`src/design/assert_macros.svh`:
```
// Assertion macros shared by the design files.
`ifndef ASSERT_MACROS_SVH
`define ASSERT_MACROS_SVH
// Implication checked on every clock edge outside reset.
`define ASSERT_IMPL(label, clk, rst_n, ante, cons, msg) \
    label: assert property (@(posedge clk) disable iff (!rst_n) (ante) |-> (cons)) \
        else $error(msg);
// Next-cycle implication checked outside reset.
`define ASSERT_NEXT(label, clk, rst_n, ante, cons, msg) \
    label: assert property (@(posedge clk) disable iff (!rst_n) (ante) |=> (cons)) \
        else $error(msg);
`endif

```
`src/design/pmd_pkg.sv`:
```
// Package with the shared types and constants of the mip downsampler.
`timescale 1ns / 1ps
package pmd_pkg;
    localparam int MAX_DIM_DEF = 2048;
    localparam int CFG_W = 12;
    localparam logic [0:0] REG_WIDTH = 1'd0;
    localparam logic [0:0] REG_HEIGHT = 1'd1;
    localparam int QDEPTH = 4;

    // Footprint job handed from the front part to the back part.
    typedef struct packed {
        logic [31:0] tl;
        logic [31:0] tr;
        logic [31:0] bl;
        logic [31:0] br;
        logic        last;
    } job_t;

    typedef struct packed {
        logic [7:0] red;
        logic [7:0] green;
        logic [7:0] blue;
        logic [7:0] alpha;
    } texel_t;

    typedef struct packed {
        logic [7:0] red;
        logic [7:0] green;
        logic [7:0] blue;
        logic [7:0] alpha;
        logic       level_done;
    } result_t;
endpackage

```
`src/design/pmd_queue.sv`:
```
// Short job queue between the front and back parts.
`timescale 1ns / 1ps
module pmd_queue
    import pmd_pkg::*;
(
    input  logic clk,
    input  logic rst_n,
    input  logic in_valid,
    output logic in_ready,
    input  job_t in_job,
    output logic out_valid,
    input  logic out_ready,
    output job_t out_job
);
    localparam int PW = $clog2(QDEPTH);
    job_t          slot_reg [QDEPTH];
    logic [PW-1:0] wp_reg, rp_reg;
    logic [PW:0]   cnt_reg;
    logic          push, pop;

    assign in_ready = (cnt_reg != (PW+1)'(QDEPTH));
    assign out_valid = (cnt_reg != '0);
    assign push = in_valid && in_ready;
    assign pop = out_valid && out_ready;
    assign out_job = slot_reg[rp_reg];

    always_ff @(posedge clk or negedge rst_n)
    begin
        if (!rst_n)
        begin
            wp_reg <= '0;
            rp_reg <= '0;
            cnt_reg <= '0;
        end
        else
        begin
            if (push)
                wp_reg <= wp_reg + PW'(1);
            if (pop)
                rp_reg <= rp_reg + PW'(1);
            if (push && !pop)
                cnt_reg <= cnt_reg + (PW+1)'(1);
            else if (pop && !push)
                cnt_reg <= cnt_reg - (PW+1)'(1);
        end
    end

    always_ff @(posedge clk)
    begin
        if (push)
            slot_reg[wp_reg] <= in_job;
    end
endmodule

```
`config.mk`:
```
export PLATFORM = sky130hd
export DESIGN_NAME = pmd_queue
export DESIGN_NICKNAME = d
export VERILOG_FILES = /design/src/design/assert_macros.svh /design/src/design/pmd_pkg.sv /design/src/design/pmd_queue.sv
export SDC_FILE = /design/constraint.sdc
export NUM_CORES = 1
export LEC_CHECK = 0
export ABC_AREA = 1
export BUFFER_PORTS_ARGS = -buffer_cell sky130_fd_sc_hd__buf_2
export CAP_MARGIN = 5
export CORE_ASPECT_RATIO = 1.4
export CORE_MARGIN = 2
export CORE_UTILIZATION = 60
export DETAILED_ROUTE_END_ITERATION = 8
export PLACE_DENSITY = 0.91
export SETUP_SLACK_MARGIN = 0.05
export SLEW_MARGIN = 20
export SYNTH_ARGS = -nofsm -noshare
export SYNTH_HDL_FRONTEND = slang
export SYNTH_SLANG_ARGS = --single-unit
```
`constraint.sdc`:
```
create_clock -name clk -period 10.3 [get_ports clk]
set_input_delay 1.03 -clock clk [delete_from_list [all_inputs] [get_ports clk]]
set_output_delay 1.03 -clock clk [all_outputs]
set_load 0.05 [all_outputs]
```
==> results_dict.tcl <==
set metrics [dict create \
    crit_type "reg2out" \
    areaGrowthSynthToFinish_pct 13.6 \
    netlist_instances 1565 \
    design.core.area_um2 35800 \
    maxClockFrequency_mhz 226 \
    multi_input_area_um2 4630 \
    grt_pass1_vias 12869 \
    syn_area_um2 21800 \
    layout-drive-gt1-share_pct 29.6 \
    leakagePower_nw 10.1 \
    power_density_nw_per_um2 337 \
    clock_latency_ns 0.55 \
    fill_cells 2223 \
    outcome "finished clean" \
    hpwl_mm 25.4 \
    synth.largest_area_cell "edfxtp_1" \
    wirelength_mm 43.9 \
    combPwrFrac_pct 45.2 \
    worstPathArrival_ns 3.39 \
    start_kind "flip-flop" \
    slew_headroom_pct 26.4 \
    endpoint_kind "output port" \
    dieArea_um2 38000 \
    rows 82 \
    syn_nets 1704 \
    synth_area_leaders "edfxtp_1 (71%), o211ai_2 (11%), nand2_1 (6.9%)" \
    grtUsageMet3_pct 5.10 \
    grt.met1_usage_pct 25.5 \
    wl_per_cell_um 19.0 \
    ctsHoldBuffers 0 \
    skew_ns 0.0186 \
    critPathMaxStageDelay_ns 0.83 \
    grt_pass1_wl_mm 67.1 \
    fin_tns_setup_ns 0 \
    fin_crit_ns 4.42 \
    routed-via-count 12651 \
    cts_sinks 523 \
    synth_top_area_share_pct 70.9 \
    synth_edf_count 516 \
    seqCellArea_um2 15700 \
    holdWs_ns 0.324 \
    drc_errors 0 \
    worst_ir_drop_vdd_uv 258 \
    clock_path_buffers 3 \
    boundaryPins 264 \
    fin_total_pwr_w 0.00837 \
    cts_tree "yes" \
    drtIter0Drc 1049 \
    initial_core_util_pct 61.0 \
    grtUsageMet2_pct 41.5 \
    largest_reg_flops 516 \
    maxSlewViolCount 0 \
    fp.dieH_um 230 \
    hold_violations 0 \
    ys_warn_count 0 \
    worst_slew_pin_slew_ns 1.10 \
    yosys.cell_types.count 18 \
    holdCritPathClass "in2async" \
    max_cap_violations 0 \
    firstDrtPassIters 5 \
    yosys-top-cells-count "edfxtp_1 (516), nand2_1 (404), inv_1 (272)" \
    required_ns 9.27 \
    synthFlopType "edfxtp_1" \
    switchingPower_w 0.00380 \
    cts_buffers 45 \
    htreeDepth 2 \
    ant_nets 0 \
    groute.usage.overall_pct 23.0 \
    clkSlewWorstSetupHoldPaths_ns 0.07 \
    synthArstFlopShare_pct 1.34 \
    grt_max_degree 185 \
    fin_crit_sh_pct 42.9 \
    finalSetupViolCount 0 \
    cp_max_fo 82 \
    post_drt_via_cell_ratio 5.48 \
    io_buffers 263 \
    synth_most_common_cell "edfxtp_1" \
    die_w_um 165 \
    gp_congestion 0.786 \
    postCtsSetupBuffers 0 \
    cts-root-buf "clkbuf_16" \
    cpLargestDelayFamily "buffers and inverters" \
    cts_resized 0 \
    switching_share_pct 45.4 \
    power_frac_seq_pct 35.1 \
    slowest_stage "buf_4" \
    synth-seq-area-share_pct 71.7 \
    ys_ff_latch 523 \
    gr-total-overflow 0 \
    antenna_found_initial 16 \
    intPower_w 0.00457 \
    nets 1942 \
    critical_path.cell_chain "inv_6 -> buf_4 -> o211ai_2 -> nand2_1 -> buf_2" \
    critPathBufInv 3 \
    busiest_layer "met2" \
    synth.avg_cell_area_um2 14.0 \
    rsz0062_at_grt "no" \
    clockPowerShare_pct 19.7 \
]
## final timing paths
| check | from | end | slack [ns] | cells past startpoint |
|---|---|---|---|---|
| worst max-delay path | rp_reg[1] | out_job[7] | 5.88 | 5 |
| worst min-delay path | rst_n | rp_reg[1] | 0.32 | 1 |
| worst max register to register | cnt_reg[0] | slot_reg[1][24] | 6.53 | 6 |
| worst min register to register | cnt_reg[2] | cnt_reg[2] | 0.52 | 2 |
| max in group asynchronous | rst_n | rp_reg[1] | 9.79 | 1 |
| min in group clk | cnt_reg[2] | cnt_reg[2] | 0.52 | 2 |
## cell families after synthesis
family                     after synthesis  synth area share (%)
DFF                                    523                  71.7
and+or+nand+nor                        416                  7.20
buffers and inverters                  360                  7.20
AOI/OAI and AO/OA                      259                  13.4
adders and majority gates                6                 0.378
xor gates and xnor gates                 1                0.0401
## through the flow
stage	utilization (%)	cells	cell area, µm²	worst slack [ns]
final	69.3	2309	24800	5.88
after floorplan	-	1565	21800	3.09
after CTS	69.2	2299	24800	5.85
after detailed placement	65.3	2218	23400	6.00
after global placement	65.3	2218	23400	6.04
after global routing	69.3	2308	24800	5.74
## layout make-up
type | count | share of cell area (%)
clock buffer | 53 | 4.66
antenna | 10 | 0.101
timing repair buffer | 277 | 5.86
inverter | 274 | 4.19
multi-input combinational | 682 | 18.7
clock inverter | 28 | 1.06
tap | 462 | 2.33
sequential | 523 | 63.1
## cells in the final DEF (no fill, tap or decap), types with 4 or more instances in the layout
cell	netlist	layout
buf_2	39	263
clkinv_2	0	7
nand2_1	404	404
clkbuf_1	23	8
diode_2	0	10
bufinv_16	0	5
buf_4	2	10
edfxtp_1	516	516
nor2_4	0	4
o211ai_1	59	59
inv_1	272	272
dfrtp_1	7	6
nand3_1	7	7
ha_1	5	5
clkbuf_16	0	45
clkinv_1	0	12
o211ai_2	199	199
## power groups by stage
stage,logic (W),clock network [W],registers [W]
4_1_cts,0.00381,0.00168,0.00294
6_report,0.00378,0.00165,0.00294
3_5_place_dp,0.00378,0,0.00298
3_3_place_gp,0.00370,0,0.00296
5_1_grt,0.00403,0.00175,0.00297
2_1_floorplan,0.00303,0,0.00301
## layer usage
metal	share of wire (%)	routed length [µm]	vias to the layer above
li1	-	-	5937
met5	0.19	84	-
met4	4.0	1740	12
met1	36	15700	6181
met2	53	23400	409
met3	6.7	2930	112
(Power assumes the default switching activity.)
