<file path="src/design/assert_macros.svh">
// Assertion macros shared by the design files.
`ifndef ASSERT_MACROS_SVH
`define ASSERT_MACROS_SVH
// Implication checked on every clock edge outside reset.
`define ASSERT_IMPL(label, clk, rst_n, ante, cons, msg) \
    label: assert property (@(posedge clk) disable iff (!rst_n) (ante) |-> (cons)) \
        else $error(msg);
// Next-cycle implication checked outside reset.
`define ASSERT_NEXT(label, clk, rst_n, ante, cons, msg) \
    label: assert property (@(posedge clk) disable iff (!rst_n) (ante) |=> (cons)) \
        else $error(msg);
`endif

</file>
<file path="src/design/pmd_pkg.sv">
// Package with the shared types and constants of the mip downsampler.
`timescale 1ns / 1ps
package pmd_pkg;
    localparam int MAX_DIM_DEF = 2048;
    localparam int CFG_W = 12;
    localparam logic [0:0] REG_WIDTH = 1'd0;
    localparam logic [0:0] REG_HEIGHT = 1'd1;
    localparam int QDEPTH = 4;

    // Footprint job handed from the front part to the back part.
    typedef struct packed {
        logic [31:0] tl;
        logic [31:0] tr;
        logic [31:0] bl;
        logic [31:0] br;
        logic        last;
    } job_t;

    typedef struct packed {
        logic [7:0] red;
        logic [7:0] green;
        logic [7:0] blue;
        logic [7:0] alpha;
    } texel_t;

    typedef struct packed {
        logic [7:0] red;
        logic [7:0] green;
        logic [7:0] blue;
        logic [7:0] alpha;
        logic       level_done;
    } result_t;
endpackage

</file>
<file path="src/design/pmd_back.sv">
// Back part: weighted sums and a shared serial divider for the three colours.
`timescale 1ns / 1ps
module pmd_back
    import pmd_pkg::*;
(
    input  logic    clk,
    input  logic    rst_n,
    input  logic    job_valid,
    output logic    job_ready,
    input  job_t    job,
    output logic    res_valid,
    input  logic    res_ready,
    output result_t res
);
    localparam logic [1:0] ST_IDLE = 2'd0;
    localparam logic [1:0] ST_SUM  = 2'd1;
    localparam logic [1:0] ST_DIV  = 2'd2;
    localparam logic [1:0] ST_OUT  = 2'd3;

    logic [1:0]  state_reg;
    job_t        job_reg;
    logic [9:0]  asum_reg;
    logic [17:0] csum_reg [3];
    logic [1:0]  ch_reg;
    logic [4:0]  bit_reg;
    logic [18:0] num_reg;
    logic [10:0] rem_reg;
    logic [7:0]  col_reg [3];
    texel_t      t0, t1, t2, t3;
    logic [10:0] trial;

    assign t0 = job_reg.tl;
    assign t1 = job_reg.tr;
    assign t2 = job_reg.bl;
    assign t3 = job_reg.br;
    assign job_ready = (state_reg == ST_IDLE);
    assign res_valid = (state_reg == ST_OUT);
    assign trial = {rem_reg[9:0], num_reg[18]};

    function automatic logic [17:0] wsum(input logic [7:0] c0, c1, c2, c3,
                                         input texel_t a0, a1, a2, a3);
        return 18'(16'(c0) * 16'(a0.alpha)) + 18'(16'(c1) * 16'(a1.alpha))
             + 18'(16'(c2) * 16'(a2.alpha)) + 18'(16'(c3) * 16'(a3.alpha));
    endfunction

    always_ff @(posedge clk or negedge rst_n)
    begin
        if (!rst_n)
            state_reg <= ST_IDLE;
        else
        begin
            unique case (state_reg)
                ST_IDLE: if (job_valid) state_reg <= ST_SUM;
                ST_SUM: state_reg <= (asum_reg == '0) ? ST_OUT : ST_DIV;
                ST_DIV:
                    if (bit_reg == 5'd18 && ch_reg == 2'd2)
                        state_reg <= ST_OUT;
                ST_OUT: if (res_ready) state_reg <= ST_IDLE;
                default: state_reg <= ST_IDLE;
            endcase
        end
    end

    always_ff @(posedge clk)
    begin
        unique case (state_reg)
            ST_IDLE:
            begin
                job_reg <= job;
                asum_reg <= 10'(job.tl[7:0]) + 10'(job.tr[7:0])
                          + 10'(job.bl[7:0]) + 10'(job.br[7:0]);
            end
            ST_SUM:
            begin
                csum_reg[0] <= wsum(t0.red, t1.red, t2.red, t3.red, t0, t1, t2, t3);
                csum_reg[1] <= wsum(t0.green, t1.green, t2.green, t3.green,
                                    t0, t1, t2, t3);
                csum_reg[2] <= wsum(t0.blue, t1.blue, t2.blue, t3.blue,
                                    t0, t1, t2, t3);
                ch_reg <= 2'd0;
                bit_reg <= 5'd0;
                rem_reg <= '0;
                num_reg <= 19'(wsum(t0.red, t1.red, t2.red, t3.red, t0, t1, t2, t3))
                         + 19'(asum_reg >> 1);
                col_reg[0] <= '0;
                col_reg[1] <= '0;
                col_reg[2] <= '0;
            end
            ST_DIV:
            begin
                // Restoring division, one quotient bit a cycle.
                if (bit_reg == 5'd18)
                begin
                    col_reg[ch_reg] <= {num_reg[6:0], (trial >= {1'b0, asum_reg})};
                    bit_reg <= '0;
                    rem_reg <= '0;
                    if (ch_reg != 2'd2)
                    begin
                        ch_reg <= ch_reg + 2'd1;
                        num_reg <= 19'(csum_reg[ch_reg + 2'd1]) + 19'(asum_reg >> 1);
                    end
                end
                else
                begin
                    if (trial >= {1'b0, asum_reg})
                        rem_reg <= trial - {1'b0, asum_reg};
                    else
                        rem_reg <= trial;
                    num_reg <= {num_reg[17:0], (trial >= {1'b0, asum_reg})};
                    bit_reg <= bit_reg + 5'd1;
                end
            end
            default:
            begin
            end
        endcase
    end

    logic [9:0] around;
    assign around = asum_reg + 10'd2;
    assign res.red = col_reg[0];
    assign res.green = col_reg[1];
    assign res.blue = col_reg[2];
    assign res.alpha = around[9:2];
    assign res.level_done = job_reg.last;

    `include "assert_macros.svh"
    `ASSERT_NEXT(a_hold_out, clk, rst_n, res_valid && !res_ready, res_valid,
        "result dropped while stalled")
    `ASSERT_IMPL(a_busy, clk, rst_n, state_reg != ST_IDLE, !job_ready,
        "job taken while busy")
endmodule

</file>
<file path="config.mk">
export PLATFORM = sky130hd
export DESIGN_NAME = pmd_back
export DESIGN_NICKNAME = d
export VERILOG_FILES = /design/src/design/pmd_pkg.sv /design/src/design/pmd_back.sv
export VERILOG_INCLUDE_DIRS = /design/src /design/src/design
export SDC_FILE = /design/constraint.sdc
export NUM_CORES = 2
export LEC_CHECK = 0
export BUFFER_PORTS_ARGS = -buffer_cell sky130_fd_sc_hd__buf_4
export CAP_MARGIN = 10
export CORE_MARGIN = 1.5
export CORE_UTILIZATION = 45
export DETAILED_ROUTE_END_ITERATION = 12
export PLACE_DENSITY_LB_ADDON = 0.08
export REMOVE_ABC_BUFFERS = 1
export SLEW_MARGIN = 20
export SYNTH_ARGS = -nofsm -noshare
export SYNTH_HDL_FRONTEND = slang
export SYNTH_SLANG_ARGS = --single-unit
</file>
<file path="constraint.sdc">
create_clock -name clk -period 12.4 [get_ports clk]
set_input_delay 1.24 -clock clk [delete_from_list [all_inputs] [get_ports clk]]
set_output_delay 1.24 -clock clk [all_outputs]
set_load 0.005 [all_outputs]
</file>
==> summary.txt <==
Synthesis
  – Synth cell types: 82
  – Post-synth ARST share: 0.007843
  – Cell taking the most area after synthesis: fa_1
  – EDFF count, synth: 253
  – Seq cells post-synth: 255
  – Register area share after synthesis: 0.1977
  – Mapped Avg Cell Area: 10.34 µm²
  – Synth warnings: 0
  – Synth Flop Type: edfxtp_1
  – Syn Std Cell Area: 38670 µm²
  – Top post-synthesis cells by area: fa_1, edfxtp_1, ha_1
  – Cells after synthesis: 3739
  – Yosys top cell area share: 0.3577

Timing
  – Final max-slew violation count: 0
  – Clk_skew: 28.82 ps
  – Final cycle utilization of the critical path: 0.6477
  – # setup viols final: 0
  – Tightest Pin Transition: 1184 ps
  – Slew margin rel.: 0.2105
  – Final hold violation count: 0
  – Final Critical Period: 8031 ps
  – TNS Setup: 0 ps
  – Max Freq: 124.5 MHz
  – Unrepaired setup endpoints after global routing: no

Die
  – Site row count: 107
  – I/O pin count: 168
  – Core footprint: 85150 µm²
  – Die width: 296.2 µm
  – Initial core utilization: 0.4542
  – DIE AREA: 87710 µm²
  – Chip height: 296.2 µm

Global route
  – Global-route wire length before repair: 155.0 mm
  – Initial antenna violation count: 12
  – Vias in the first global route: 26636
  – GRT Residual Overflow: 0
  – Pin count of the biggest net entering global routing: 54
  – GR Util All Layers: 0.2368

Routing
  – Post-route ant nets: 0
  – Vias per cell: 4.923
  – Pre-antenna DRT Iters: 5
  – First-iteration detailed-routing DRC count: 1330
  – Aggregate routed wire length: 98.34 mm
  – WL/cell: 19.42 µm
  – DR vias: 24931
  – DR DRC count: 0

Clock network
  – Clk slew on worst S/H paths: 60 ps
  – Clk_lat worst skew: 590 ps
  – Setup Buffers After CTS: 0
  – Clock root buffer: clkbuf_16
  – Clk sink count: 255
  – CTS H-tree lvls: 2
  – PostCTS Resize Cnt: 0
  – Num CTS Buffers: 36
  – Clk buf depth: 3
  – CTS tree: built
  – Hold_buf cts: 0

Worst setup path
  – R2R Setup Slk: 4370 ps
  – Largest delay contributor family on the critical path: adder cells
  – R2r startpoint: t3[2]
  – Critical path's most frequent cell: fa_1
  – CP bufs+invs: 2
  – Slowest CP cell: edfxtp_1
  – Worst-path cell chain: and2_1 > fa_1 > fa_1 > inv_1 > fa_1 > fa_1 > inv_1 > fa_1 > fa_1 > fa_1 > fa_1 > ha_1 > a21o_1 > a21oi_1 > xnor2_1 > ha_1 > a31o_2 > a21oi_1 > nor3_1 > xnor2_1 > o21a_1
  – Arr. time, crit path: 8380 ps
  – Setup crit start kind: flip-flop
  – FF-to-FF path depth: 21
  – Worst flop-to-flop path endpoint: num_reg[15]
  – Crit path launch: t3[2]
  – Crit Path Max Fanout: 24
  – Critical path type: reg2reg
  – Setup crit end kind: flip-flop
  – Critical path required time: 12750 ps
  – Max incr delay on CP: 1130 ps

Min path
  – Hold WC Path Type: in2async

Cells and area
  – Max FFs per register: 54
  – P&R area growth vs syn: 9.929%
  – Share of layout cells above drive strength 1: 0.07844
  – # fillers: 8026
  – Final net count: 5144

Status
  – Status: complete, no violations

Place
  – Final RePlAce weighted congestion: 0.8328
  – PortBufs: 167
  – DP HPWL: 79.52 mm

Flow run
  – Max_cap viols: 0
area by class of cell:
| class | instances | area, µm² | area share |
|---|---|---|---|
| Tap cell | 1144 | 1431 | 0.03367 |
| Sequential cell | 255 | 7647 | 0.1799 |
| Inverter | 924 | 3468 | 0.08158 |
| Multi-Input combinational cell | 2463 | 27150 | 0.6386 |
| Clock buffer | 39 | 912.1 | 0.02146 |
| Clock inverter | 27 | 294.0 | 0.006916 |
| Timing Repair Buffer | 206 | 1594 | 0.03749 |
| Antenna cell | 6 | 15.01 | 0.0003532 |
how the worst max path moves through the flow:
stage | to | slack, ps | depth (start not counted)
finish | num_reg[15] | 4370 | 21
floorplan | num_reg[15] | 5290 | 26
global route | num_reg[13] | 3900 | 29
detailed placement | num_reg[15] | 4320 | 22
global placement | num_reg[15] | 4420 | 22
CTS | num_reg[15] | 4270 | 22
per-stage QoR:
stage	instance area, µm²	std cells	worst slack, ps	utilization	hold WS [ps]
6_report	42510	5064	4369	0.4993	437.1
5_1_grt	42500	5058	3903	0.4991	408.7
4_1_cts	42420	5054	4267	0.4982	401.4
3_5_place_dp	41210	4988	4317	0.4840	596.0
3_3_place_gp	41210	4988	4420	0.4840	589.2
2_1_floorplan	38240	3642	5292	-	552.7
synth_stat cells, types with 4 or more instances:
master / instances
nor3_1: 21
nor4_1: 5
a21o_1: 17
o21ai_1: 5
buf_4: 9
nand4_1: 6
fa_1: 691
nand3_1: 15
nor2_1: 62
xnor2_1: 61
nand3b_1: 5
a31oi_1: 12
ha_1: 434
nand2_1: 370
o21a_1: 15
and2_1: 471
nor2b_1: 18
a21oi_1: 46
o21ai_0: 48
nand2b_1: 4
o21bai_1: 4
clkbuf_1: 78
a211oi_1: 6
mux2i_1: 29
and3_1: 8
or2_2: 7
edfxtp_1: 253
o211ai_1: 8
inv_1: 924
o31ai_1: 5
mux2_2: 5
xor2_1: 29
buf_1: 5
metal layers:
layer / track usage / share of wire / vias to the layer above
met1: 0.3419 / 0.46 / 12702
met3: 0.03965 / 0.059 / 86
met5: 0 / 0 / -
li1: - / - / 11654
met4: 0.05301 / 0.022 / 0
met2: 0.3735 / 0.46 / 489
layout by cell type, fill, tap and decap left out, types with 4 or more instances in the layout:
| cell type | instances |
|---|---|
| and3_1 | 8 |
| nor2_1 | 62 |
| a21o_1 | 17 |
| nand3b_1 | 5 |
| fa_1 | 691 |
| clkbuf_16 | 36 |
| mux2_2 | 5 |
| nand3_1 | 15 |
| nor4_1 | 5 |
| o21bai_1 | 4 |
| ha_1 | 432 |
| nand2_1 | 370 |
| nor3_1 | 21 |
| buf_4 | 203 |
| xnor2_1 | 61 |
| a21oi_1 | 46 |
| diode_2 | 6 |
| or2_2 | 7 |
| o211ai_1 | 8 |
| inv_1 | 924 |
| xor2_1 | 29 |
| bufinv_16 | 4 |
| nor2b_1 | 18 |
| nand2b_1 | 4 |
| a31oi_1 | 12 |
| and2_1 | 471 |
| clkinv_1 | 6 |
| edfxtp_1 | 253 |
| a211oi_1 | 6 |
| o21ai_0 | 48 |
| o21a_1 | 15 |
| clkinv_2 | 4 |
| mux2i_1 | 29 |
| nand4_1 | 6 |
| o31ai_1 | 5 |
| inv_6 | 7 |
| o21ai_1 | 5 |
logic make-up after synthesis:
logic type | count (synthesis) | share of synthesized area
flip-flops | 255 | 0.1977
buffers and inverters | 1021 | 0.1010
multiplexers | 35 | 0.009253
XOR/XNOR | 93 | 0.02194
adder cells (fa/ha/maj) | 1125 | 0.4981
AO/OA/AOI/OAI | 203 | 0.03578
AND/OR/NAND/NOR | 1007 | 0.1362
Power is not shown: default switching activity piles up to over one toggle a cycle in this logic, so the estimate is an artifact.
